## config.mk

```make
export PLATFORM = sky130hd
export DESIGN_NAME = rpmi_queue
export DESIGN_NICKNAME = d
export VERILOG_FILES = /design/src/hdl/reservoir_pick_matching_index_assert.svh /design/src/hdl/rpmi_pkg.sv /design/src/hdl/rpmi_queue.sv
export SDC_FILE = /design/constraint.sdc
export NUM_CORES = 1
export LEC_CHECK = 0
export BUFFER_PORTS_ARGS = -buffer_cell sky130_fd_sc_hd__buf_4
export CORE_ASPECT_RATIO = 1.5
export CORE_MARGIN = 2
export CORE_UTILIZATION = 30
export CTS_CLUSTER_DIAMETER = 80
export DETAILED_ROUTE_END_ITERATION = 8
export HOLD_SLACK_MARGIN = 0.15
export PLACE_DENSITY_LB_ADDON = 0.12
export RECOVER_POWER = 25
export SETUP_SLACK_MARGIN = 0.5
export SYNTH_ARGS = -nofsm -noshare
export SYNTH_HDL_FRONTEND = slang
export SYNTH_SLANG_ARGS = --single-unit
```

## constraint.sdc

```tcl
create_clock -name clk -period 3 [get_ports clk]
set_input_delay 0.15 -clock clk [delete_from_list [all_inputs] [get_ports clk]]
set_output_delay 0.15 -clock clk [all_outputs]
set_load 0.01 [all_outputs]
```

## src/hdl/reservoir_pick_matching_index_assert.svh

```systemverilog
// ----------------------------------------------------------------------------
// Assertion macros for the reservoir index picker
// Concurrent checks on clk, disabled while rst_n is low.
// ----------------------------------------------------------------------------
`ifndef RESERVOIR_PICK_MATCHING_INDEX_ASSERT_SVH
`define RESERVOIR_PICK_MATCHING_INDEX_ASSERT_SVH

`ifndef SYNTHESIS

`define RPMI_ASSERT_SAME(label, ante, cons, msg) \
  label: assert property (@(posedge clk) disable iff (!rst_n) (ante) |-> (cons)) \
    else $error(msg);

`define RPMI_ASSERT_NEXT(label, ante, cons, msg) \
  label: assert property (@(posedge clk) disable iff (!rst_n) (ante) |=> (cons)) \
    else $error(msg);

`else

`define RPMI_ASSERT_SAME(label, ante, cons, msg)

`define RPMI_ASSERT_NEXT(label, ante, cons, msg)

`endif

`endif

```

## src/hdl/rpmi_pkg.sv

```systemverilog
// ----------------------------------------------------------------------------
// rpmi_pkg
// Shared types and constants of the reservoir index picker.
// ----------------------------------------------------------------------------
`default_nettype none

package rpmi_pkg;

  localparam logic [1:0] OP_APPEND = 2'd0;
  localparam logic [1:0] OP_CLEAR  = 2'd1;
  localparam logic [1:0] OP_PICK   = 2'd2;

  typedef enum logic [1:0] {
    KIND_APPEND,
    KIND_CLEAR,
    KIND_PICK,
    KIND_NOP
  } rpmi_kind_t;

  localparam int KIND_W = 2;

  localparam int IDX_W = 11;
  localparam logic signed [IDX_W-1:0] NO_INDEX = -11'sd1;

  localparam int          RAND_W     = 31;
  localparam logic [31:0] LFSR_TAPS  = 32'hD000_0001;
  localparam logic [31:0] SEED_RESET = 32'd1;

  localparam logic REG_SEED = 1'b0;

  localparam int QUEUE_DEPTH = 2;
  localparam int QLEVEL_W    = $clog2(QUEUE_DEPTH + 1);

  typedef struct packed {
    logic table_full;
    logic table_empty;
  } rpmi_back_stat_t;

endpackage

`default_nettype wire

```

## src/hdl/rpmi_queue.sv

```systemverilog
// ----------------------------------------------------------------------------
// rpmi_queue
// Short request queue between the front and the back.
// ----------------------------------------------------------------------------
`default_nettype none

module rpmi_queue #(
  parameter int WIDTH = 34
) (
  input  wire logic                          clk,
  input  wire logic                          rst_n,
  input  wire logic                          push,
  input  wire logic [WIDTH-1:0]              push_data,
  input  wire logic                          pop,
  output logic                               full,
  output logic                               valid,
  output logic [WIDTH-1:0]                   data,
  output logic [rpmi_pkg::QLEVEL_W-1:0]      level
);
  import rpmi_pkg::*;

  localparam int PTR_W = (QUEUE_DEPTH > 1) ? $clog2(QUEUE_DEPTH) : 1;

  logic [WIDTH-1:0]    slot_r [QUEUE_DEPTH];
  logic [PTR_W-1:0]    wr_ptr_r, wr_ptr_nxt;
  logic [PTR_W-1:0]    rd_ptr_r, rd_ptr_nxt;
  logic [QLEVEL_W-1:0] level_r, level_nxt;

  function automatic logic [PTR_W-1:0] ptr_inc(input logic [PTR_W-1:0] p);
    if (p == PTR_W'(QUEUE_DEPTH - 1)) begin
      return '0;
    end
    return p + PTR_W'(1);
  endfunction

  always_comb begin
    wr_ptr_nxt = push ? ptr_inc(wr_ptr_r) : wr_ptr_r;
    rd_ptr_nxt = pop ? ptr_inc(rd_ptr_r) : rd_ptr_r;
    level_nxt  = level_r + QLEVEL_W'(push) - QLEVEL_W'(pop);
  end

  always_ff @(posedge clk) begin
    if (push) begin
      slot_r[wr_ptr_r] <= push_data;
    end
    wr_ptr_r <= wr_ptr_nxt;
    rd_ptr_r <= rd_ptr_nxt;
    level_r  <= level_nxt;
    if (!rst_n) begin
      wr_ptr_r <= '0;
      rd_ptr_r <= '0;
      level_r  <= '0;
    end
  end

  assign full  = (level_r == QLEVEL_W'(QUEUE_DEPTH));
  assign valid = (level_r != '0);
  assign data  = slot_r[rd_ptr_r];
  assign level = level_r;

endmodule

`default_nettype wire

```

==> run summary, run 1 <==
Status: finished, final reports clean
Slew HR: 0.282
Worst hold-check path type: in2reg
First-pass detailed-route iteration total: 5
Core area: 9200 µm²
Clk_skew: 0.00393 ns
Clk_lat worst skew: 0.32 ns
Peak VDD IR: 0.330 mV
Power, Total: 2.61 mW
Critical path startpoint category: register
Post-Syn Nets: 167
Seq cells post-synth: 73
Post-Syn Instances: 127
Final non-filler cell total: 363
Post-synth ARST share: 0
RSZ-0062 raised after global routing: false
GRT Overall Usage: 0.108
Unique masters post-synth: 14
N_diodes: 0
Dpl hpwl: 3480 µm
Num CTS Buffers: 9
Area fraction of the dominant cell type after synthesis: 0.720
Top FF cell, synth: edfxtp_1
Fin nets: 286
Number of DRC markers in iteration 0: 136
Setup TNS: 0 ns
CP cell instances: buf_4, mux2_2, buf_4
Pin count of the biggest net entering global routing: 36
WL per Instance: 14.6 µm
Clk sinks: 73
Share of layout cells above drive strength 1: 0.486
Post-route DRC: 0
Via-per-instance ratio: 4.21
Worst Tran Pin Value: 1.07 ns
Initial Util: 0.308
Number of synthesized flops with an enable pin: 68
Gpl congestion: 0.684
Syn avg cell area: 22.3 µm²
Wirelength, routed: 5310 µm
Final period util: 0.551
Max-cap viol count: 0
Area leader, netlist: edfxtp_1
Worst setup path category: reg2out
H-tree depth reported by CTS: 3
Final standard cell utilization of the core: 0.447
Top post-synthesis cells by area: edfxtp_1 (72%), mux2_4 (16%), dfxtp_1 (3.5%), buf_12 (2.1%), mux2_2 (1.6%)
WP buf/inv: 2
Post-layout minimum cycle time: 1.65 ns
Critical path's most frequent cell: buf_4
First-pass GRT wire length: 8110 µm
Hold Fails Final Rpt: 0
LEAKAGE: 1.62 nW
Crit-path slowest cell: mux2_2
CP top delay family: buffers and inverters
Via count: 1529
Post-DRT Antenna Nets: 0
Slowest stage delay, CP: 0.39 ns
Crit path max fanout: 18
Required time of the critical path: 2.85 ns
Kind of end point of the critical path: output port
CP arrival: 1.50 ns
Area Growth Syn to Fin: 44.9%
Die Height: 123 µm
Placed insts: 312
CTS tree: done
Placed cell area: 3490 µm²
Num rows: 43
Final Max Slew Viols: 0
Synth Warn #: 0
Die area: 10300 µm²
Pwr dens: 635 nW/µm²
Root buf cell: clkbuf_16
Count leader, synth: edfxtp_1
Clk slew on worst S/H paths: 0.06 ns
Vias in the first global route: 1683
Finish-stage setup viols: 0
Post-Syn Area: 2840 µm²
Post CTS Setup Buffer Count: 0
Chip width: 83.4 µm
Initial antenna violation count: 0
Grt ovf: 0
# port buffers: 75
Register area share after synthesis: 0.755
Longest Clk Path Bufs: 2
FMAX: 605 MHz
Commonest cells in the netlist: edfxtp_1 (68), mux2_4 (30), dfxtp_1 (5)
Ports: 76
Final instance area: 4110 µm²
==> path summary, 6_finish.rpt <==
| check | start | endpoint | slack [ns] | cells after the start |
|---|---|---|---|---|
| max | register | data[25] | 1.35 | 3 |
| min | pop | rd_ptr_r | 0.17 | 3 |
| max reg2reg | wr_ptr_r | slot_r[0][11] | 1.42 | 1 |
| min reg2reg | rd_ptr_r | rd_ptr_r | 0.59 | 2 |
==> metal layers <==
layer,global-route usage,wire length (µm)
met3,0.0354,260
met4,0.0707,146
met5,0,0
met1,0.110,2010
met2,0.191,2900
==> per-stage QoR <==
| step | hold WS (ns) | worst slack, ns |
|---|---|---|
| finish | 0.171 | 1.35 |
| global route | 0.172 | 1.27 |
| CTS | 0.158 | 1.31 |
| detailed placement | 0.339 | 1.39 |
| global placement | 0.337 | 1.49 |
| floorplan | 0.249 | 0.706 |
==> registers in the layout, indices dropped and copies added (netlist names), named ones only <==
name      flops
rd_ptr_r      1
slot_r       68
wr_ptr_r      1
level         2
==> final cells by class <==
class,instances,area [µm²]
clock buffer,11,243
clock inverter,5,55.1
fill,814,5090
inverter,2,7.51
multi-input combinational,48,624
sequential,73,2140
tap,112,140
timing repair buffer,112,898
==> placed cells by master, fill, tap and decap left out, types with 2 or more instances in the layout <==
| master | instances |
|---|---|
| nor2b_1 | 3 |
| clkbuf_4 | 15 |
| clkbuf_1 | 9 |
| ha_1 | 2 |
| buf_4 | 54 |
| clkinvlp_4 | 2 |
| mux2_4 | 30 |
| clkbuf_16 | 9 |
| mux2_2 | 4 |
| clkinv_2 | 2 |
| inv_1 | 2 |
| edfxtp_1 | 68 |
| dfxtp_1 | 4 |
| dlygate4sd3_1 | 35 |
| and2_1 | 3 |
==> logic make-up (layout without fill, tap and decap cells) <==
logic type	Yosys count	after routing	share of synthesized area
adder cells (fa/ha/maj)	2	2	0.00882
AND/OR/NAND/NOR	9	9	0.0198
XOR/XNOR	2	2	0.0110
AO/OA/AOI/OAI	1	1	0.00265
buffers and inverters	6	130	0.0278
multiplexers	34	34	0.175
flip-flops	73	73	0.755
==> where the power goes <==
| part | total [mW] | internal (mW) | switching (mW) | leakage, nW |
|---|---|---|---|---|
| clock | 1.04 | 0.663 | 0.375 | 0.142 |
| combinational | 0.374 | 0.225 | 0.149 | 0.800 |
| sequential | 1.20 | 1.18 | 0.0205 | 0.680 |
==> what timing repair did <==
action                                 in CTS  in global routing
endpoints found under the hold margin      73                  0
setup endpoints to repair                   0                  0
hold buffers                               35                  0
gates resized for setup                     0                  0
Note: power is estimated with default switching activity, not from simulation.
==> inputs of run 2 (changes only) <==
- clock period: 3 -> 1.4 ns (I/O delays scaled with it)
==> run 2 against run 1 <==
The run now ends with setup timing left. Routed wire length increased by 11%. Clock-buffer cell count unchanged. Flip-flop and latch count unchanged. Die area is the same. Worst setup slack got worse by 1.4 ns. Utilization grew 7.9 points. Cell count is 7.7% higher. Hold slack better by 0.083 ns. Combinational power grew to 3.3 times the previous value. Sequential share of layout area fell by 7.7 points. Critical path type unchanged.
==> run summary, run 2 (synthesized netlist as in run 1, its figures left out) <==
Status: complete, but fails checks
Failing checks: setup timing
Peak VDD IR: 0.853 mV
Initial Util: 0.308
Setup TNS: -0.497 ns
N_diodes: 0
Via count: 1661
Longest Clk Path Bufs: 2
Max-cap viol count: 0
Post-layout minimum cycle time: 1.45 ns
Post-DRT Antenna Nets: 0
Die Height: 123 µm
Num CTS Buffers: 9
First-pass detailed-route iteration total: 5
Fillers: 761
CTS tree: done
Critical path startpoint category: register
Max reg flops: 68
Placed insts: 316
Grt ovf: 0
First-pass GRT wire length: 9250 µm
Post-route DRC: 0
FMAX: 689 MHz
RSZ-0062 raised after global routing: true
Clk_lat worst skew: 0.33 ns
Num rows: 43
Pwr dens: 1230 nW/µm²
Clk sinks: 73
Power, Total: 5.93 mW
Pre-CTS setup slack: 0.137 ns
Number of DRC markers in iteration 0: 41
Clk slew on worst S/H paths: 0.06 ns
Required time of the critical path: 1.33 ns
Dpl hpwl: 3470 µm
Most frequent cells in the layout: edfxtp_1 (68), buf_6 (49), dlygate4sd3_1 (37)
Vias in the first global route: 1853
Hold Fails Final Rpt: 0
Die area: 10300 µm²
Crit path max fanout: 5
Slew HR: 0.868
Initial antenna violation count: 0
Final Max Slew Viols: 0
Worst Tran Pin Value: 0.197 ns
Clk_skew: 0.00834 ns
Pin count of the biggest net entering global routing: 16
CP arrival: 1.38 ns
Commonest non-fill, non-tap cell in the layout: edfxtp_1
Worst hold slack: 0.254 ns
H-tree depth reported by CTS: 3
WL per Instance: 15.0 µm
Hold Path Depth: 4
Share of layout cells above drive strength 1: 0.570
Finish-stage setup viols: 24
Core area: 9200 µm²
Chip width: 83.4 µm
Largest register by flop count: slot_r
PnR worst setup slack: -0.0520 ns
Worst setup path category: reg2out
Wirelength, routed: 5880 µm
Fin nets: 314
Final non-filler cell total: 391
Ports: 76
GRT Overall Usage: 0.122
Kind of end point of the critical path: output port
R2R depth: 6
Gpl congestion: 0.736
LEAKAGE: 1.94 nW
Via-per-instance ratio: 4.25
Final period util: 1.04
# port buffers: 75
Area Growth Syn to Fin: 70.7%
Root buf cell: clkbuf_16
Worst hold-check path type: in2reg
[run 2: final timing paths]
kind,startpoint,to,slack [ns]
worst max-delay path,register,data[19],-0.05
worst min-delay path,pop,level[1],0.25
worst max register to register,level[0],level[1],0.22
worst min register to register,rd_ptr_r,register,0.57
[run 2: what timing repair did]
action	4_1_cts	5_1_grt
hold endpoints to repair	73	0
pin swaps	1	2
setup endpoints to repair	108	109
gates cloned	8	1
buffers inserted	11	2
resized for setup	82	3
hold buffers	37	0
[run 2: critical path: stages (launching register included)]
cell	delay [ns]
dfxtp_4	0.37
buf_12	0.14
buf_16	0.13
mux2_4	0.29
buf_6	0.12
[run 2: through the flow]
stage                     instance area, µm²  utilization
after global placement                  3550        0.386
after CTS                               4800        0.522
after floorplan                         2850            -
after detailed placement                3550        0.386
after global routing                    4840        0.526
final                                   4840        0.526
[run 2: area by class of cell]
| class | instances | area, µm² | area share |
|---|---|---|---|
| multi-input combinational | 48 | 678 | 0.140 |
| tap | 112 | 140 | 0.0289 |
| clock inverter | 5 | 46.3 | 0.00956 |
| inverter | 2 | 10.0 | 0.00207 |
| sequential | 73 | 2150 | 0.444 |
| timing repair buffer | 140 | 1590 | 0.327 |
| clock buffer | 11 | 233 | 0.0481 |
[run 2: report_power, final]
group	internal, mW	leakage [nW]	switching (mW)
logic	0.817	1.13	0.410
registers	2.53	0.681	0.0468
clock network	1.36	0.136	0.775
[run 2: per-layer routing]
metal / wire [µm] / GRT usage / vias to the layer above
met3: 258 / 0.0401 / 7
met4: 103 / 0.0523 / 0
met1: 2070 / 0.126 / 819
met5: 0 / 0 / -
met2: 3450 / 0.227 / 47
li1: - / - / 788
