===== src/hdl/reservoir_pick_matching_index_assert.svh =====
// ----------------------------------------------------------------------------
// Assertion macros for the reservoir index picker
// Concurrent checks on clk, disabled while rst_n is low.
// ----------------------------------------------------------------------------
`ifndef RESERVOIR_PICK_MATCHING_INDEX_ASSERT_SVH
`define RESERVOIR_PICK_MATCHING_INDEX_ASSERT_SVH

`ifndef SYNTHESIS

`define RPMI_ASSERT_SAME(label, ante, cons, msg) \
  label: assert property (@(posedge clk) disable iff (!rst_n) (ante) |-> (cons)) \
    else $error(msg);

`define RPMI_ASSERT_NEXT(label, ante, cons, msg) \
  label: assert property (@(posedge clk) disable iff (!rst_n) (ante) |=> (cons)) \
    else $error(msg);

`else

`define RPMI_ASSERT_SAME(label, ante, cons, msg)

`define RPMI_ASSERT_NEXT(label, ante, cons, msg)

`endif

`endif


===== src/hdl/rpmi_pkg.sv =====
// ----------------------------------------------------------------------------
// rpmi_pkg
// Shared types and constants of the reservoir index picker.
// ----------------------------------------------------------------------------
`default_nettype none

package rpmi_pkg;

  localparam logic [1:0] OP_APPEND = 2'd0;
  localparam logic [1:0] OP_CLEAR  = 2'd1;
  localparam logic [1:0] OP_PICK   = 2'd2;

  typedef enum logic [1:0] {
    KIND_APPEND,
    KIND_CLEAR,
    KIND_PICK,
    KIND_NOP
  } rpmi_kind_t;

  localparam int KIND_W = 2;

  localparam int IDX_W = 11;
  localparam logic signed [IDX_W-1:0] NO_INDEX = -11'sd1;

  localparam int          RAND_W     = 31;
  localparam logic [31:0] LFSR_TAPS  = 32'hD000_0001;
  localparam logic [31:0] SEED_RESET = 32'd1;

  localparam logic REG_SEED = 1'b0;

  localparam int QUEUE_DEPTH = 2;
  localparam int QLEVEL_W    = $clog2(QUEUE_DEPTH + 1);

  typedef struct packed {
    logic table_full;
    logic table_empty;
  } rpmi_back_stat_t;

endpackage

`default_nettype wire


===== src/hdl/rpmi_channels_if.sv =====
// ----------------------------------------------------------------------------
// rpmi channel interfaces
// Valid/ready channels for requests into and results out of the picker.
// ----------------------------------------------------------------------------
`default_nettype none

interface rpmi_in_if;
  logic               valid;
  logic               ready;
  logic [1:0]         op;
  logic signed [31:0] value;
  logic signed [31:0] target;

  modport source (output valid, output op, output value, output target, input ready);
  modport sink   (input valid, input op, input value, input target, output ready);
endinterface


`default_nettype wire


===== src/hdl/rpmi_front.sv =====
// ----------------------------------------------------------------------------
// rpmi_front
// Accepts requests, decodes the operation and forms the stored operand.
// ----------------------------------------------------------------------------
`default_nettype none

module rpmi_front #(
  parameter int VALUE_WIDTH = 32
) (
  rpmi_in_if.sink                      in_ch,
  input  wire logic                    q_full,
  output logic                         push,
  output logic [rpmi_pkg::KIND_W+VALUE_WIDTH-1:0] push_data
);
  import rpmi_pkg::*;

  rpmi_kind_t               kind;
  logic signed [31:0]       raw;
  logic [VALUE_WIDTH-1:0]   operand;

  always_comb begin
    unique case (in_ch.op)
      OP_APPEND: kind = KIND_APPEND;
      OP_CLEAR:  kind = KIND_CLEAR;
      OP_PICK:   kind = KIND_PICK;
      default:   kind = KIND_NOP;
    endcase
    raw     = (kind == KIND_PICK) ? in_ch.target : in_ch.value;
    operand = VALUE_WIDTH'(raw);
  end

  assign in_ch.ready = !q_full;
  assign push        = in_ch.valid && !q_full;
  assign push_data   = {kind, operand};

endmodule

`default_nettype wire


===== src/flat_wrapper.sv =====
// flat-port wrapper written by rule: the top's interface ports become plain ports
module rpmi_front_flat import rpmi_pkg::*;
#(
  parameter int VALUE_WIDTH = 32
)
  (q_full, push, push_data, in_ch_valid, in_ch_op, in_ch_value, in_ch_target, in_ch_ready);
  rpmi_in_if in_ch_i ();
  input  wire logic q_full;
  output logic push;
  output logic [rpmi_pkg::KIND_W+VALUE_WIDTH-1:0] push_data;
  input wire logic [$bits(in_ch_i.valid)-1:0] in_ch_valid;
  input wire logic [$bits(in_ch_i.op)-1:0] in_ch_op;
  input wire logic [$bits(in_ch_i.value)-1:0] in_ch_value;
  input wire logic [$bits(in_ch_i.target)-1:0] in_ch_target;
  output wire logic [$bits(in_ch_i.ready)-1:0] in_ch_ready;
  assign in_ch_i.valid = in_ch_valid;
  assign in_ch_i.op = in_ch_op;
  assign in_ch_i.value = in_ch_value;
  assign in_ch_i.target = in_ch_target;
  assign in_ch_ready = in_ch_i.ready;
  rpmi_front #(.VALUE_WIDTH(VALUE_WIDTH)) u_core (.in_ch(in_ch_i), .q_full(q_full), .push(push), .push_data(push_data));
endmodule

===== config.mk =====
export PLATFORM = sky130hd
export DESIGN_NAME = rpmi_front_flat
export DESIGN_NICKNAME = d
export VERILOG_FILES = /design/src/hdl/reservoir_pick_matching_index_assert.svh /design/src/hdl/rpmi_pkg.sv /design/src/hdl/rpmi_channels_if.sv /design/src/hdl/rpmi_front.sv /design/src/flat_wrapper.sv
export SDC_FILE = /design/constraint.sdc
export NUM_CORES = 1
export LEC_CHECK = 0
export BUFFER_PORTS_ARGS = -buffer_cell sky130_fd_sc_hd__buf_2
export CORE_MARGIN = 1
export CORE_UTILIZATION = 25
export DETAILED_ROUTE_END_ITERATION = 16
export GPL_ROUTABILITY_DRIVEN = 0
export GPL_TIMING_DRIVEN = 0
export PLACE_DENSITY = 0.8
export SLEW_MARGIN = 10
export SYNTH_ARGS = -nofsm -noshare
export SYNTH_HDL_FRONTEND = slang
export SYNTH_SLANG_ARGS = --single-unit

===== constraint.sdc =====
create_clock -name vclk -period 0.9
set_input_delay 0.135 -clock vclk [all_inputs]
set_output_delay 0.135 -clock vclk [all_outputs]
set_load 0.01 [all_outputs]

==> results of run 1 <==
-- per-layer routing --
layer | vias to the layer above | global-route usage | share of wire
li1 | 366 | - | -
met1 | 334 | 0.1398 | 0.29
met2 | 54 | 0.3578 | 0.61
met3 | 6 | 0.02121 | 0.073
met4 | 0 | 0.04762 | 0.019
met5 | - | 0 | 0
-- power by group through the flow --
stage | sequential (W) | clock, W | combinational, W
after global placement | 0 | 0 | 0.000590
after floorplan | 0 | 0 | 0.000337
after global routing | 0 | 0 | 0.000868
after detailed placement | 0 | 0 | 0.000606
after CTS | 0 | 0 | 0.000776
final | 0 | 0 | 0.000822
-- final timing paths --
check	to	cells past startpoint	start	slack, ps
hold / removal	in_ch_ready	3	q_full	500
setup / recovery	push_data[8]	6	in_ch_op[0]	-320
-- cells by family after synthesis --
kind of cell / Yosys count / share of synthesized area
and+or+nand+nor: 2 / 0.03441
buffers and inverters: 7 / 0.1527
muxes: 32 / 0.8129
-- stage by stage --
| stage | hold slack [ps] | power [W] |
|---|---|---|
| after global placement | 506.9 | 0.0005896 |
| after floorplan | 313.5 | 0.0003367 |
| after detailed placement | 507.4 | 0.0006063 |
| after CTS | 507.2 | 0.0007763 |
| final | 505.0 | 0.0008216 |
| after global routing | 535.7 | 0.0008676 |
-- tightest hold or removal path, stage by stage --
cell   delay [ps]
buf_2          80
inv_1          30
buf_2         120
-- repair_timing --
action	4_1_cts	5_1_grt
hold buffers	0	0
resized for setup	35	7
setup buffers	1	0
setup endpoints to repair	32	32
gates cloned	1	2
-- cell type report --
cell class / instances / area [µm²]
repair buffers: 108 / 825.8
inverters: 1 / 3.754
multi-input cells: 34 / 500.5
fillers: 175 / 753.2
plain buffers: 6 / 93.84
well taps: 28 / 35.03
-- cell usage in the layout (no fill, tap or decap), drive strengths merged --
cell and instances:
clkbuf 2, mux2 32, inv 1, buf 111, dlygate4sd1 1, nor2b 2
==> flow_metrics.env, run 1 <==
export IMPL_dp_cells=173
export IMPL_dr_pass1_iters=2
export IMPL_fp_dieW_um=50.24
export IMPL_dp_worst_setup_slack_ps=-338.5
export IMPL_netlist_top_cells_area="mux2_4 77%, buf_12 10%, mux2_2 3.9%"
export IMPL_die_area_um2=2524
export IMPL_share_comb_of_total_power=1.000
export IMPL_drc=0
export IMPL_routed_wl_mm=2.240
export IMPL_slowest_delay_ps=300
export IMPL_synth_top_area_share=0.7742
export IMPL_fmax_ghz=0.8198
export IMPL_finalSetupViolCount=32
export IMPL_slew_headroom=0.9348
export IMPL_grt_pass1_wl_mm=3.194
export IMPL_syn_num_nets=109
export IMPL_dpl_hpwl_mm=1.730
export IMPL_stdcell_area_um2=1459
export IMPL_clock_power_share=0
export IMPL_n_antenna_cell=0
export IMPL_fin_nets=219
export IMPL_switching_power_w=0.0002621
export IMPL_violations="negative setup slack"
export IMPL_placed_cell_area_um2=1137
export IMPL_hold_viol_final=0
export IMPL_overflow=0
export IMPL_seqPwrFrac=0
export IMPL_status="finished with violations"
export IMPL_final_setup_worst_slack_ps=-319.8
export IMPL_portBuffers=104
export IMPL_grt_pass1_vias=762
export IMPL_wl_per_cell_um=12.66
export IMPL_ys_warn_count=0
export IMPL_intPower_w=0.0005596
export IMPL_crit_arrival_ps=1080
export IMPL_switching_share=0.3190
export IMPL_placeableCoreArea_um2=2212
export IMPL_synth_commonest_cells="30 x mux2_4, 3 x buf_12, 2 x mux2_2"
export IMPL_fin_setup_tns_ps=-9520
export IMPL_worst_slew_pin_slew_ps=97.58
export IMPL_path_cells="buf_8 -> nor2b_4 -> buf_12 -> clkbuf_16 -> mux2_4 -> buf_6"
export IMPL_path_class="input port to output pin"
export IMPL_syn_area_um2=581.8
export IMPL_netlist_instances=41
export IMPL_via_per_inst=4.294
export IMPL_yosysSeqAreaShare=0
export IMPL_track_usage=0.1610
export IMPL_fin_crit_ps=1220
export IMPL_hp_class="input port to output pin"
export IMPL_n_clock_buffer=0
export IMPL_critPathLaunchType="input port"
export IMPL_finalCritPeriodShare=1.355
export IMPL_cp_max_fo=7
export IMPL_cp_num_buf_inv=4
export IMPL_drive_gt1_frac=0.9799
export IMPL_crit_family="buffers and inverters"
export IMPL_rsz0062_at_grt="yes"
export IMPL_ir_worst_vdd_uv=344.2
export IMPL_dr_first_iter_drc_count=6
export IMPL_start_util=0.2630
export IMPL_synth_avg_cell_area_um2=14.19
export IMPL_finalNonFillerCells=177
export IMPL_yosysTopAreaCell="mux2_4"
export IMPL_design_seq_count=0
export IMPL_ys_types=9
export IMPL_grt_max_degree=11
export IMPL_cap_violations=0
export IMPL_num_rows=17
export IMPL_slew_viol_final=0
export IMPL_vias=760
export IMPL_antenna_found_initial=0
export IMPL_end_kind="output pin"
export IMPL_p_leak_nw=0.8233
export IMPL_worst_endpoint_required_ps=760
export IMPL_cpMaxStageDelayCell="mux2_4"
export IMPL_num_io_pins=104
export IMPL_synth_most_common_cell="mux2_4"
export IMPL_area_growth_syn_to_layout_pct=150.8
export IMPL_p_per_area_nw_per_um2=563.2
export IMPL_final_core_util=0.6595
export IMPL_die_y_um=50.24
export IMPL_regArea_um2=0
export IMPL_ant_nets=0
(Power assumes the default switching activity.)
==> run 2, diff against run 1 <==
--- a/config.mk
+++ b/config.mk
@@ -6,11 +6,10 @@
 export NUM_CORES = 1
 export LEC_CHECK = 0
-export BUFFER_PORTS_ARGS = -buffer_cell sky130_fd_sc_hd__buf_2
-export CORE_MARGIN = 1
-export CORE_UTILIZATION = 25
+export CORE_AREA = 2 2 39 41
 export DETAILED_ROUTE_END_ITERATION = 16
+export DIE_AREA = 0 0 41 43
+export DONT_BUFFER_PORTS = 1
 export GPL_ROUTABILITY_DRIVEN = 0
 export GPL_TIMING_DRIVEN = 0
-export PLACE_DENSITY = 0.8
 export SLEW_MARGIN = 10
 export SYNTH_ARGS = -nofsm -noshare
==> constraint.sdc (replaced) <==
create_clock -name vclk -period 0.9
set_input_delay 0.135 -clock vclk [all_inputs]
set_output_delay 0.135 -clock vclk [all_outputs]
set_load 0.005 [all_outputs]
==> run 2 against run 1 <==
  * Combinational power is 62% lower
  * Via count is 53% lower
  * Fmax is 24% higher
  * Utilization is 22 points lower
  * First-iteration DRC count is 83% lower
  * Critical path depth is 2 lower
  * The flow still finishes with violations (negative setup slack)
  * Non-clock buffer count is 108 lower
  * Die area is 30% lower
  * Setup slack better by 240 ps
  * Largest power group unchanged
  * Final cell count is 68% lower
  * Hold slack worse by 210 ps
  * Power is 62% lower
==> flow_metrics.env, run 2 (synthesized netlist as in run 1, its figures left out) <==
export IMPL_total_power_w=0.0003114
export IMPL_finalNonFillerCells=57
export IMPL_final_setup_worst_slack_ps=-84.27
export IMPL_fin_hold_ws_ps=298.2
export IMPL_cp_max_fo=10
export IMPL_routed_wl_mm=1.606
export IMPL_path_class="input port to output pin"
export IMPL_regArea_um2=0
export IMPL_grt_max_degree=11
export IMPL_topRoutingLayerUsed="met3"
export IMPL_num_io_pins=104
export IMPL_n_clock_buffer=0
export IMPL_slew_headroom=0.9127
export IMPL_final_common_cell="mux2_4"
export IMPL_status="finished with violations"
export IMPL_wl_met3_um=208
export IMPL_n_antenna_cell=0
export IMPL_mostFrequentLayoutCells="30 x mux2_4, 3 x buf_12, 2 x mux2_2"
export IMPL_crit_arrival_ps=850
export IMPL_finalCritPeriodShare=1.094
export IMPL_worstHoldStart="q_full"
export IMPL_wl_met2_um=984
export IMPL_portBuffers=0
export IMPL_fillCellCount=121
export IMPL_dr_first_iter_drc_count=1
export IMPL_slew_viol_final=0
export IMPL_vias=358
export IMPL_rsz0062_at_grt="yes"
export IMPL_fin_setup_tns_ps=-2349
export IMPL_cts_resized_gates=0
export IMPL_worst_endpoint_required_ps=760
export IMPL_fmax_ghz=1.016
export IMPL_wl_per_cell_um=28.18
export IMPL_antenna_found_initial=0
export IMPL_track_usage=0.1568
export IMPL_multiInputGateArea_um2=493.0
export IMPL_dp_cells=57
export IMPL_drc=0
export IMPL_grt_pass1_vias=387
export IMPL_p_leak_nw=0.2889
export IMPL_die_y_um=43
export IMPL_min_delay_path_depth=1
export IMPL_fin_nets=111
export IMPL_stdcell_area_um2=601.8
export IMPL_violations="negative setup slack"
export IMPL_num_rows=14
export IMPL_via_per_inst=6.281
export IMPL_critPathLaunchType="input port"
export IMPL_area_growth_syn_to_layout_pct=3.441
export IMPL_overflow=0
export IMPL_placeableCoreArea_um2=1384
export IMPL_drt_met1_wl_um=413
export IMPL_hp_class="input port to output pin"
export IMPL_fp_dieW_um=41
export IMPL_ir_worst_vdd_uv=195.8
export IMPL_cts_setup_buffers=0
export IMPL_end_kind="output pin"
export IMPL_worst_slew_pin_slew_ps=130.7
export IMPL_ant_nets=0
export IMPL_p_per_area_nw_per_um2=517.5
export IMPL_grt_pass1_wl_mm=1.863
export IMPL_drive_gt1_frac=0.9268
export IMPL_min_to="in_ch_ready"
export IMPL_placed_cell_area_um2=601.8
export IMPL_fin_crit_ps=984.3
export IMPL_die_area_um2=1763
export IMPL_cts_hold_fix_buffers=0
export IMPL_hold_viol_final=0
export IMPL_design_seq_count=0
export IMPL_start_util=0.4204
export IMPL_cap_violations=0
export IMPL_finalSetupViolCount=30
export IMPL_dr_pass1_iters=2
## run 2: changes by cell type in the layout (fill, tap and decap cells not counted)
cell and change:
clkbuf_16 -2, buf_6 -33, buf_12 -1, mux2_4 -2
buf_16 -1, buf_8 -1, buf_2 -70, mux2_2 +2
## run 2: cell type report
class                      count  share of cell area
buffer                         6              0.1414
inverter                       1            0.006237
multi-input combinational     34              0.8191
tap                           16             0.03326
## run 2: how the worst max path moves through the flow
stage,end,start,cells past startpoint
finish,push_data[0],in_ch_op[1],4
global route,push_data[7],in_ch_op[1],4
CTS,push_data[20],in_ch_op[1],4
global placement,push_data[7],in_ch_op[1],4
floorplan,push_data[0],in_ch_op[1],4
detailed placement,push_data[20],in_ch_op[1],4
## run 2: metal layers
metal	up-vias	global-route usage
li1	149	-
met1	149	0.1203
met2	60	0.3563
met3	0	0.02618
met4	0	0
met5	-	0
## run 2: worst max-delay path, stage by stage
cell     delay (ps)
nor2b_4         110
buf_6           140
buf_12          150
mux2_4          310
## run 2: where the power goes
group,switching [W],internal [W]
Combinational,0.000107,0.000205
Sequential,0,0
Clock,0,0
## run 2: through the flow
| stage | worst slack, ps | utilization |
|---|---|---|
| after global routing | -108.6 | 0.4349 |
| after detailed placement | -90.71 | 0.4349 |
| after global placement | -79.37 | 0.4349 |
| after CTS | -89.76 | 0.4349 |
| after floorplan | -54.19 | - |
| final | -84.27 | 0.4349 |
==> run 3, diff against run 2 <==
==> constraint.sdc (replaced) <==
create_clock -name vclk -period 0.9
set_input_delay 0.09 -clock vclk [all_inputs]
set_output_delay 0.09 -clock vclk [all_outputs]
set_load 0.005 [all_outputs]
==> run 3 against run 2 <==
  * The run now ends clean
  * Power did not move
  * Critical path depth did not move
  * Global-route usage unchanged
  * Combinational power hardly changed
  * Clock-buffer cell count stayed put
  * Utilization is the same
  * First-iteration DRC count stayed put
  * Fmax rose by 10%
  * Critical endpoint unchanged
==> flow_metrics.env, run 3 (synthesized netlist as in run 1, its figures left out) <==
export IMPL_slew_viol_final=0
export IMPL_antenna_found_initial=0
export IMPL_p_per_area_nw_per_um2=517.5
export IMPL_p_leak_nw=0.2889
export IMPL_crit_end="push_data[0]"
export IMPL_via_per_inst=6.281
export IMPL_hold_viol_final=0
export IMPL_stdcell_area_um2=601.8
export IMPL_end_kind="output pin"
export IMPL_cp_max_fo=10
export IMPL_slew_headroom=0.9127
export IMPL_drive_gt1_frac=0.9268
export IMPL_track_usage=0.1568
export IMPL_crit_arrival_ps=800
export IMPL_routed_wl_mm=1.606
export IMPL_placed_cell_area_um2=601.8
export IMPL_rsz0062_at_grt="yes"
export IMPL_grt_pass1_vias=389
export IMPL_worst_slew_pin_slew_ps=130.7
export IMPL_fp_dieW_um=41
export IMPL_overflow=0
export IMPL_fmax_ghz=1.118
export IMPL_regArea_um2=0
export IMPL_ir_worst_vdd_uv=195.8
export IMPL_hp_class="input port to output pin"
export IMPL_n_antenna_cell=0
export IMPL_critPathLaunchType="input port"
export IMPL_dr_first_iter_drc_count=1
export IMPL_cts_setup_buffers=0
export IMPL_worst_endpoint_required_ps=810
export IMPL_num_rows=14
export IMPL_finalCritPeriodShare=0.9936
export IMPL_fin_hold_ws_ps=208.2
export IMPL_grt_pass1_wl_mm=1.863
export IMPL_area_growth_syn_to_layout_pct=3.441
export IMPL_status="finished, final reports clean"
export IMPL_path_class="input port to output pin"
export IMPL_die_area_um2=1763
export IMPL_cap_violations=0
export IMPL_portBuffers=0
export IMPL_dr_pass1_iters=2
export IMPL_mostFrequentLayoutCells="30 x mux2_4, 3 x buf_12, 2 x mux2_2"
export IMPL_design_seq_count=0
export IMPL_die_y_um=43
export IMPL_grt_max_degree=11
export IMPL_num_io_pins=104
export IMPL_fin_nets=111
export IMPL_drc=0
export IMPL_fin_crit_ps=894.3
export IMPL_wl_per_cell_um=28.18
export IMPL_setup_worst_path_start="in_ch_op[1]"
export IMPL_final_common_cell="mux2_4"
export IMPL_n_clock_buffer=0
export IMPL_vias=358
export IMPL_finalSetupViolCount=0
export IMPL_cts_hold_fix_buffers=0
export IMPL_start_util=0.4204
export IMPL_placeableCoreArea_um2=1384
export IMPL_ant_nets=0
==> run 3: cell counts in the layout (fill, tap and decap cells not counted) <==
Identical to the previous run, type by type.
==> run 3: cell type report <==
cell class	instances	area, µm²
buffer	6	85.08
fill	121	782.0
tap	16	20.02
multi-input combinational	34	493.0
inverter	1	3.754
==> run 3: metrics by stage <==
| step | util | setup TNS, ps | cells | worst slack [ps] | power (W) |
|---|---|---|---|---|---|
| after detailed placement | 0.4349 | -0.7134 | 57 | -0.7134 | 0.0003160 |
| after global routing | 0.4349 | -264.3 | 57 | -18.62 | 0.0003310 |
| after floorplan | - | 0 | 41 | 35.81 | 0.0002862 |
| final | 0.4349 | 0 | 57 | 5.733 | 0.0003114 |
| after global placement | 0.4349 | 0 | 57 | 10.63 | 0.0003153 |
| after CTS | 0.4349 | 0 | 57 | 0.2394 | 0.0003165 |
==> run 3: worst min-delay path by stage <==
stage               startpoint          end  depth (start not counted)  slack [ps]
floorplan               q_full  in_ch_ready                          1         210
global placement        q_full  in_ch_ready                          1         210
detailed placement      q_full  in_ch_ready                          1         210
CTS                     q_full  in_ch_ready                          1         210
global route            q_full         push                          1         210
finish                  q_full  in_ch_ready                          1         210
==> run 3: what timing repair did <==
| item | in CTS | in global routing |
|---|---|---|
| endpoints found under the hold margin | 0 | 0 |
| endpoints found under the setup margin | 0 | 30 |
| gates resized for setup | 0 | 0 |
==> run 3: per-layer routing <==
metal,up-vias,wire [µm],GRT usage
met4,0,0,0
met2,60,984,0.3563
met1,149,413,0.1203
met3,0,208,0.02618
li1,149,-,-
met5,-,0,0
==> run 3: worst max-delay path, cell delays in order <==
cell and delay (ps):
nor2b_4 110, buf_6 140, buf_12 150, mux2_4 310
==> run 3: report_power, final <==
part	switching, W	total (W)	internal (W)	leakage (nW)
Sequential	0	0	0	0
Combinational	0.000107	0.000311	0.000205	0.289
Clock	0	0	0	0
Total	0.000107	0.000311	0.000205	0.289
